**src/rtl/placement_row_gap_finder_defines.svh**
```systemverilog
// Assertion macros for the placement row gap finder.
// Included by the top level; expects signals named clk and rst in scope.
`ifndef PLACEMENT_ROW_GAP_FINDER_DEFINES_SVH
`define PLACEMENT_ROW_GAP_FINDER_DEFINES_SVH

// Same-cycle implication, disabled during reset.
`define PRGF_ASSERT_IMPLIES(label, ante, cons, msg) \
  label: assert property (@(posedge clk) disable iff (rst) (ante) |-> (cons)) \
    else $error(msg);

// Next-cycle implication, disabled during reset.
`define PRGF_ASSERT_NEXT(label, ante, cons, msg) \
  label: assert property (@(posedge clk) disable iff (rst) (ante) |=> (cons)) \
    else $error(msg);

`endif

```
**src/rtl/prgf_pkg.sv**
```systemverilog
// Shared types and constants of the placement row gap finder.
// No dependencies; used by the top level.
`default_nettype none

package prgf_pkg;

  localparam int ROW_CAPACITY = 32;
  localparam int CNT_W        = $clog2(ROW_CAPACITY + 1);
  localparam int ADDR_W       = (ROW_CAPACITY > 1) ? $clog2(ROW_CAPACITY) : 1;

  // One stored cell.
  typedef struct packed {
    logic [19:0]        w;
    logic signed [31:0] x;
    logic [15:0]        id;
  } entry_t;

  localparam int ENTRY_W = $bits(entry_t);

  typedef enum logic [1:0] {
    OP_INSERT = 2'd0,
    OP_REMOVE = 2'd1,
    OP_SCAN   = 2'd2,
    OP_NONE   = 2'd3
  } opcode_t;

  typedef enum logic [2:0] {
    ST_DONE      = 3'd0,
    ST_GAP       = 3'd1,
    ST_FULL      = 3'd2,
    ST_NOT_FOUND = 3'd3,
    ST_OUTSIDE   = 3'd4
  } status_t;

  localparam logic CFG_ROW_START = 1'b0;
  localparam logic CFG_ROW_END   = 1'b1;

endpackage

`default_nettype wire

```
**src/rtl/prgf_ram.sv**
```systemverilog
// Generic single-write, single-read RAM with a registered read port.
// No dependencies.
`default_nettype none

module prgf_ram #(
  parameter int WIDTH = 8,
  parameter int DEPTH = 32
) (
  input  wire logic                                        clk,
  input  wire logic                                        we,
  input  wire logic [((DEPTH > 1) ? $clog2(DEPTH) : 1)-1:0] waddr,
  input  wire logic [WIDTH-1:0]                            wdata,
  input  wire logic                                        re,
  input  wire logic [((DEPTH > 1) ? $clog2(DEPTH) : 1)-1:0] raddr,
  output logic      [WIDTH-1:0]                            rdata
);

  logic [WIDTH-1:0] mem [DEPTH];

  always_ff @(posedge clk) begin
    if (we) begin
      mem[waddr] <= wdata;
    end
    if (re) begin
      rdata <= mem[raddr];
    end
  end

endmodule

`default_nettype wire

```
**src/rtl/placement_row_gap_finder.sv**
```systemverilog
// Top level of the placement row gap finder: sequencer, shared comparator, output register.
// Depends on prgf_pkg, prgf_ram and placement_row_gap_finder_defines.svh.
//
// Channel   Dir  Signals                              Contents (low bit first)
// s         in   s_tvalid s_tready s_tdata s_tuser    cell_id, cell_x, cell_width, pad; opcode
// m         out  m_tvalid m_tready m_tdata            gap_start, gap_end; m_tuser status; m_tlast
// cfg       in   cfg_we cfg_addr cfg_data             0 row_start, 1 row_end
//
// One operation is taken at a time; s_tready is high only while the sequencer is idle.
// Busy time is set by the single RAM read per step and the one shared 33-bit comparator:
// an insert walks the stored cells at or right of the new x, a remove or a scan every stored cell.
// A stall on the m side holds the sequencer only where a result must be sent.
// Reset clears the cell count and the row bounds; no clearing pass over the RAM is needed.
`default_nettype none
`include "placement_row_gap_finder_defines.svh"

module placement_row_gap_finder (
  input  wire logic        clk,
  input  wire logic        rst,
  input  wire logic        cfg_we,
  input  wire logic [0:0]  cfg_addr,
  input  wire logic [31:0] cfg_data,
  input  wire logic        s_tvalid,
  output logic             s_tready,
  // [15:0] cell_id, [47:16] cell_x, [67:48] cell_width, [71:68] zero
  input  wire logic [71:0] s_tdata,
  // [1:0] opcode
  input  wire logic [1:0]  s_tuser,
  output logic             m_tvalid,
  input  wire logic        m_tready,
  // [31:0] gap_start, [63:32] gap_end
  output logic      [63:0] m_tdata,
  // [2:0] status
  output logic      [2:0]  m_tuser,
  output logic             m_tlast
);

  typedef enum logic [3:0] {
    S_IDLE,
    S_INS_LO,
    S_INS_HI,
    S_INS_RD,
    S_INS_CHK,
    S_REM_RD,
    S_REM_CHK,
    S_SCN_RD,
    S_SCN_GAP,
    S_SCN_EDGE,
    S_SCN_FIN,
    S_REPLY
  } state_t;

  state_t                        state;
  logic signed [31:0]            row_start;
  logic signed [31:0]            row_end;
  logic [prgf_pkg::CNT_W-1:0]    count;
  logic [prgf_pkg::CNT_W-1:0]    idx;
  logic                          found;
  logic [15:0]                   in_id;
  logic signed [31:0]            in_x;
  logic [19:0]                   in_w;
  logic signed [32:0]            cur;
  prgf_pkg::status_t             reply_status;

  // RAM port signals.
  logic                          ram_we;
  logic [prgf_pkg::ADDR_W-1:0]   ram_waddr;
  prgf_pkg::entry_t              ram_wdata;
  logic                          ram_re;
  logic [prgf_pkg::ADDR_W-1:0]   ram_raddr;
  logic [prgf_pkg::ENTRY_W-1:0]  ram_rdata;

  prgf_pkg::entry_t              rd;
  prgf_pkg::entry_t              new_entry;
  logic [prgf_pkg::CNT_W-1:0]    idx_m1;
  logic signed [32:0]            rd_x_ext;
  logic signed [32:0]            rd_w_ext;
  logic signed [32:0]            edge_sum;
  logic signed [32:0]            cmp_a;
  logic signed [32:0]            cmp_b;
  logic                          lt;
  logic                          out_free;
  logic                          m_load;

  prgf_ram #(
    .WIDTH (prgf_pkg::ENTRY_W),
    .DEPTH (prgf_pkg::ROW_CAPACITY)
  ) u_ram (
    .clk   (clk),
    .we    (ram_we),
    .waddr (ram_waddr),
    .wdata (ram_wdata),
    .re    (ram_re),
    .raddr (ram_raddr),
    .rdata (ram_rdata)
  );

  assign rd        = prgf_pkg::entry_t'(ram_rdata);
  assign new_entry = '{w: in_w, x: in_x, id: in_id};
  assign idx_m1    = idx - prgf_pkg::CNT_W'(1);
  assign rd_x_ext  = {rd.x[31], rd.x};
  assign rd_w_ext  = {13'd0, rd.w};
  assign edge_sum  = rd_x_ext + rd_w_ext;
  assign out_free  = !m_tvalid || m_tready;
  assign s_tready  = (state == S_IDLE);

  // A result transaction enters the output register in this cycle: a gap found by the
  // scan walk or the trailing gap, or the final reply of any operation.
  assign m_load = out_free && ((state == S_REPLY) ||
                  (lt && ((state == S_SCN_GAP) || (state == S_SCN_FIN))));

  // The one comparator of the block; each state that needs an ordering test selects
  // its operands here.
  always_comb begin
    cmp_a = '0;
    cmp_b = '0;
    case (state)
      S_INS_LO: begin
        cmp_a = {in_x[31], in_x};
        cmp_b = {row_start[31], row_start};
      end
      S_INS_HI: begin
        cmp_a = {row_end[31], row_end};
        cmp_b = {in_x[31], in_x};
      end
      S_INS_CHK: begin
        cmp_a = rd_x_ext;
        cmp_b = {in_x[31], in_x};
      end
      S_SCN_GAP: begin
        cmp_a = cur;
        cmp_b = rd_x_ext;
      end
      S_SCN_EDGE: begin
        cmp_a = cur;
        cmp_b = edge_sum;
      end
      S_SCN_FIN: begin
        cmp_a = cur;
        cmp_b = {row_end[31], row_end};
      end
      default: begin
        cmp_a = '0;
        cmp_b = '0;
      end
    endcase
  end

  assign lt = (cmp_a < cmp_b);

  // RAM access. Insert walks down from the top, moving each entry at or right of the
  // new x up by one; remove walks up, moving each entry after the match down by one.
  always_comb begin
    ram_re    = 1'b0;
    ram_raddr = idx[prgf_pkg::ADDR_W-1:0];
    ram_we    = 1'b0;
    ram_waddr = idx[prgf_pkg::ADDR_W-1:0];
    ram_wdata = new_entry;
    case (state)
      S_INS_RD: begin
        ram_raddr = idx_m1[prgf_pkg::ADDR_W-1:0];
        ram_re    = (idx != '0);
        ram_we    = (idx == '0);
      end
      S_INS_CHK: begin
        ram_we    = 1'b1;
        ram_wdata = lt ? new_entry : rd;
      end
      S_REM_RD: begin
        ram_re = (idx != count);
      end
      S_REM_CHK: begin
        ram_we    = found;
        ram_waddr = idx_m1[prgf_pkg::ADDR_W-1:0];
        ram_wdata = rd;
      end
      S_SCN_RD: begin
        ram_re = (idx != count);
      end
      default: begin
        ram_re = 1'b0;
        ram_we = 1'b0;
      end
    endcase
  end

  always_ff @(posedge clk) begin
    if (rst) begin
      state     <= S_IDLE;
      count     <= '0;
      m_tvalid  <= 1'b0;
      row_start <= '0;
      row_end   <= '0;
    end else begin
      if (cfg_we) begin
        case (cfg_addr[0])
          prgf_pkg::CFG_ROW_START: row_start <= cfg_data;
          prgf_pkg::CFG_ROW_END:   row_end   <= cfg_data;
          default:                 row_end   <= row_end;
        endcase
      end

      if (m_load) begin
        m_tvalid <= 1'b1;
      end else if (m_tready) begin
        m_tvalid <= 1'b0;
      end

      case (state)
        S_IDLE: begin
          if (s_tvalid) begin
            in_id <= s_tdata[15:0];
            in_x  <= s_tdata[47:16];
            in_w  <= s_tdata[67:48];
            idx   <= '0;
            found <= 1'b0;
            cur   <= {row_start[31], row_start};
            case (prgf_pkg::opcode_t'(s_tuser))
              prgf_pkg::OP_INSERT: state <= S_INS_LO;
              prgf_pkg::OP_REMOVE: state <= S_REM_RD;
              prgf_pkg::OP_SCAN:   state <= S_SCN_RD;
              default:             state <= S_IDLE;
            endcase
          end
        end

        S_INS_LO: begin
          if (lt) begin
            reply_status <= prgf_pkg::ST_OUTSIDE;
            state        <= S_REPLY;
          end else begin
            state <= S_INS_HI;
          end
        end

        S_INS_HI: begin
          if (lt) begin
            reply_status <= prgf_pkg::ST_OUTSIDE;
            state        <= S_REPLY;
          end else if (count == prgf_pkg::CNT_W'(prgf_pkg::ROW_CAPACITY)) begin
            reply_status <= prgf_pkg::ST_FULL;
            state        <= S_REPLY;
          end else begin
            idx   <= count;
            state <= S_INS_RD;
          end
        end

        S_INS_RD: begin
          if (idx == '0) begin
            count        <= count + prgf_pkg::CNT_W'(1);
            reply_status <= prgf_pkg::ST_DONE;
            state        <= S_REPLY;
          end else begin
            state <= S_INS_CHK;
          end
        end

        S_INS_CHK: begin
          if (lt) begin
            count        <= count + prgf_pkg::CNT_W'(1);
            reply_status <= prgf_pkg::ST_DONE;
            state        <= S_REPLY;
          end else begin
            idx   <= idx_m1;
            state <= S_INS_RD;
          end
        end

        S_REM_RD: begin
          if (idx == count) begin
            if (found) begin
              count        <= count - prgf_pkg::CNT_W'(1);
              reply_status <= prgf_pkg::ST_DONE;
            end else begin
              reply_status <= prgf_pkg::ST_NOT_FOUND;
            end
            state <= S_REPLY;
          end else begin
            state <= S_REM_CHK;
          end
        end

        S_REM_CHK: begin
          if (!found && (rd.id == in_id)) begin
            found <= 1'b1;
          end
          idx   <= idx + prgf_pkg::CNT_W'(1);
          state <= S_REM_RD;
        end

        S_SCN_RD: begin
          state <= (idx == count) ? S_SCN_FIN : S_SCN_GAP;
        end

        S_SCN_GAP: begin
          if (lt) begin
            if (out_free) begin
              m_tuser <= prgf_pkg::ST_GAP;
              m_tdata <= {rd.x, cur[31:0]};
              m_tlast <= 1'b0;
              state   <= S_SCN_EDGE;
            end
          end else begin
            state <= S_SCN_EDGE;
          end
        end

        S_SCN_EDGE: begin
          if (lt) begin
            cur <= edge_sum;
          end
          idx   <= idx + prgf_pkg::CNT_W'(1);
          state <= S_SCN_RD;
        end

        S_SCN_FIN: begin
          reply_status <= prgf_pkg::ST_DONE;
          if (lt) begin
            if (out_free) begin
              m_tuser <= prgf_pkg::ST_GAP;
              m_tdata <= {row_end, cur[31:0]};
              m_tlast <= 1'b0;
              state   <= S_REPLY;
            end
          end else begin
            state <= S_REPLY;
          end
        end

        S_REPLY: begin
          if (out_free) begin
            m_tuser <= reply_status;
            m_tdata <= '0;
            m_tlast <= 1'b1;
            state   <= S_IDLE;
          end
        end

        default: begin
          state <= S_IDLE;
        end
      endcase
    end
  end

  // The cell count never passes the row capacity.
  `PRGF_ASSERT_IMPLIES(a_count_bound, 1'b1, count <= prgf_pkg::CNT_W'(prgf_pkg::ROW_CAPACITY), "cell count above capacity")

  // The cell count moves by at most one per cycle.
  `PRGF_ASSERT_IMPLIES(a_count_step, !$past(rst), (count == $past(count)) || (count == ($past(count) + 1'b1)) || (count == ($past(count) - 1'b1)), "cell count jumped")

  // A gap transaction is never the last result of an operation.
  `PRGF_ASSERT_IMPLIES(a_gap_not_last, m_tvalid && (m_tuser == prgf_pkg::ST_GAP), !m_tlast, "gap result marked last")

  // After a real operation is taken the block is busy on the next cycle.
  `PRGF_ASSERT_NEXT(a_busy_after_op, s_tvalid && s_tready && (s_tuser != prgf_pkg::OP_NONE), !s_tready, "ready right after accepting an operation")

endmodule

`default_nettype wire
```
**config.mk**
```make
export PLATFORM = sky130hd
export DESIGN_NAME = placement_row_gap_finder
export DESIGN_NICKNAME = d
export VERILOG_FILES = /design/src/rtl/prgf_pkg.sv /design/src/rtl/prgf_ram.sv /design/src/rtl/placement_row_gap_finder.sv
export VERILOG_INCLUDE_DIRS = /design/src /design/src/rtl
export SDC_FILE = /design/constraint.sdc
export NUM_CORES = 2
export LEC_CHECK = 0
export ABC_AREA = 1
export BUFFER_PORTS_ARGS = -buffer_cell sky130_fd_sc_hd__buf_2
export CORE_MARGIN = 1.5
export CORE_UTILIZATION = 28
export CTS_CLUSTER_DIAMETER = 200
export DETAILED_ROUTE_END_ITERATION = 10
export HOLD_SLACK_MARGIN = 0.12
export PLACE_DENSITY_LB_ADDON = 0.05
export SLEW_MARGIN = 5
export SYNTH_ARGS = -nofsm -noshare
export SYNTH_HDL_FRONTEND = slang
export SYNTH_HIERARCHICAL = 1
export SYNTH_SLANG_ARGS = --single-unit
```
**constraint.sdc**
```tcl
create_clock -name clk -period 22.7 [get_ports clk]
set_input_delay 6.81 -clock clk [delete_from_list [all_inputs] [get_ports clk]]
set_output_delay 6.81 -clock clk [all_outputs]
set_load 0.02 [all_outputs]
```
==> impl_results.md <==
- TritonCTS clock tree: done
- Most common cell after layout, fill and taps aside: nand2_1
- Final ANT Viol Nets: 0
- CP Class: reg2out
- Vias post-DR: between 70000 and 80000
- Number of remaining DRC errors: 0
- Post-synth EDFFs: roughly 2400
- Setup crit start kind: flop
- Crit path time final: a little over 9000 ps
- Die outline area: ~0.37 sq mm
- Peak VDD IR: ~0.00016 V
- Total grt overflow: 0
- Share of the synthesized area in the top cell type: 70.3%
- Status: complete, but fails checks
- Power Density: roughly 140 mW/mm^2
- Via density: 4.91
- FF-to-FF path depth: 26
- Critical path arrival: between 2000 and 2500 ps
- Clk_lat worst skew: 910 ps
- P_leak: about 42 nW
- Highest fanout seen on the critical path: 5
- Share of cells above drive strength 1: 9.06%
- Die X: between 600 and 700 um
- Commonest non-fill, non-tap cells in the layout: nand2_1 (2814), edfxtp_1 (2423), nand3_1 (2009)
- Final max-slew violation count: 15
- Most frequent CP cell: nor2_1
- Critical path endpoint category: primary output
- Final instance area: 0.119 sq mm
- Worst Hold Depth: 2
- Synth Net Count: between 9000 and 10000
- First-pass DRT Iterations: 6
- Fillcell total: between 30000 and 40000
- Cell taking the most area after synthesis: edfxtp_1
- Total CTS buffers: ~300
- Placed Cells: approximately 14000
- Primary FF master, synth: edfxtp_1
- Wire per inst: about 28 um
- First-pass GRT wire length: 547000 um
- Synth Cell Area: approximately 0.10 sq mm
- Ys Warns: 6
- Distinct cells, synth: 49
- Layout Cells excl Fill: 14300
- Combined area of the multi-input logic cells: 0.0262 sq mm
- Maximum capacitance violations: 0
- Setup slack after layout: around 14000 ps
- Setup bufs post-CTS: 0
- Hold Crit Class: reg2reg
- Gpl congestion: approximately 0.82
- Initial antenna violation count: 14
- Ys async rst share: 0%
- Seq/Total Area, Yosys: 71.7%
- Total GRT Usage: 20.6%
- Mapped Cells: between 8000 and 9000
- # resized after CTS: 0
- Total power: ~17 mW
- Register bit total from synthesis: about 2500
- RSZ-0062 raised after global routing: false
- Pin count of the biggest net entering global routing: around 220
- Worst Skew: 50.0 ps
- Hold-fix buffers, CTS: 0
- DP HPWL: 201000 um
- Syn avg cell area: 11.5 sq um
- Placement Cell Area: between 0.1 and 0.15 sq mm
- Ranking of synthesized cells by area: edfxtp_1 (70%), nand2_1 (10%), nand3_1 (9.7%)
- Number of port buffers: roughly 180
- Starting Density: between 20% and 30%
- Worst Tran Pin Value: 1510 ps
- TNS Setup: 0 ps
- Pre-CTS WS: around 14000 ps
- Final hold vios: 0
- CTS max path bufs: 4
- Routed Wire Length: 394000 um
- Core ar.: ~0.37 sq mm
- Vias in the first global route: 68269
- CTS H-tree lvls: 5
- # setup viols final: 0
- Cell-by-cell trace of the critical path: nor2_1 -> inv_2 -> nor2_1 -> buf_2
- Nets: between 9000 and 10000
- Fin crit share: between 40 and 50%
- Clk pin slew, worst setup/hold paths: approximately 60 ps
- CTS Root Cell: clkbuf_16
- Worst path max stage delay: ~500 ps
- Slowest cell on the critical path: nor2_1
- Critical path required time: about 16000 ps
- Register area: around 0.074 sq mm
- Worst rel slew slack: -0.815%
- Failing checks: max-slew violations
- IO Pins: between 150 and 200
- Iter 0 DRT Violations: 5504
- Fmax achieved: about 0.11 GHz
- Cell Rows: approximately 220
- CTS Sinks: between 2000 and 2500
- Syn-to-layout area delta: 15.1%
- Die height: roughly 610 um
[logic make-up (layout without fill, tap and decap cells)]
| logic type | after synthesis | count (layout) | synth area share, % |
|---|---|---|---|
| AND/OR/NAND/NOR | 5074 | 5074 | 21.0 |
| flip-flops | 2498 | 2498 | 71.7 |
| buffers and inverters | 816 | 1166 | 3.50 |
| AO/OA/AOI/OAI | 523 | 523 | 2.84 |
| adder cells (fa/ha/maj) | 62 | 62 | 0.764 |
| XOR/XNOR | 22 | 22 | 0.186 |
| other | 0 | 5 | 0 |
[power breakdown]
part | leakage (nW) | internal, mW | switching [mW]
clock network | 4.37 | 2.59 | 1.95
registers | 22.5 | 5.84 | 0.157
logic | 15.2 | 1.49 | 4.71
[worst max-delay path: cells and delay by family, from the launching register on]
family                 cells  cell delay, ps
buffers and inverters      2             380
AND/OR/NAND/NOR            2             740
flip-flops                 1             350
[worst paths after layout]
| check | start | endpoint | slack [ps] |
|---|---|---|---|
| max reg2reg | u_ram/rdata[48] | u_ram/mem[6][21] | 14500 |
| max | state[3] | s_tready | 13520 |
| min reg2reg | row_start[18] | row_start[18] | 480 |
| min | row_start[18] | row_start[18] | 480 |
[layer usage]
metal	global-route usage, %	vias to the layer above	wire length [um]
met5	0	-	0
met2	34.6	1686	189000
met4	4.99	0	9720
met1	28.5	35959	180000
met3	1.99	490	15000
li1	-	32084	-
[registers in the layout (all words and copies together), names as in the netlist, 16 cells and up]
name	flops
m_tdata	64
u_ram/mem	2176
in_id	16
u_ram/rdata	68
row_start	32
row_end	32
cur	33
in_w	20
in_x	32
[cell usage after synthesis, types with 12 or more instances]
cell type  number
nand2_1      2817
edfxtp_1     2423
nand3_1      2009
buf_2         312
inv_1         258
o21ai_0       216
nor2_1        191
a21oi_1       152
clkbuf_1      136
dfxtp_1        75
buf_1          64
ha_1           60
o22ai_1        57
buf_4          24
o21ai_1        16
xor2_1         16
a221oi_1       15
o2111ai_1      15
nand4_1        13
a22oi_1        12
nor3_1         12
[stage by stage]
| step | utilization (%) | hold WS [ps] |
|---|---|---|
| 3_5_place_dp | 29.9 | 473 |
| 4_1_cts | 32.3 | 478 |
| 5_1_grt | 32.3 | 509 |
| 6_report | 32.3 | 484 |
| 2_1_floorplan | - | 439 |
| 3_3_place_gp | 29.9 | 464 |
[final cells by class]
class | count | share of cell area, %
Sequential cell | 2498 | 62.3
Multi-Input combinational cell | 5681 | 22.0
Clock buffer | 400 | 6.78
Tap cell | 4950 | 5.20
Timing Repair Buffer | 365 | 2.07
Inverter | 270 | 0.889
Clock inverter | 131 | 0.775
Antenna cell | 5 | 0.0105
No activity file was read; power rests on OpenSTA's default activity.
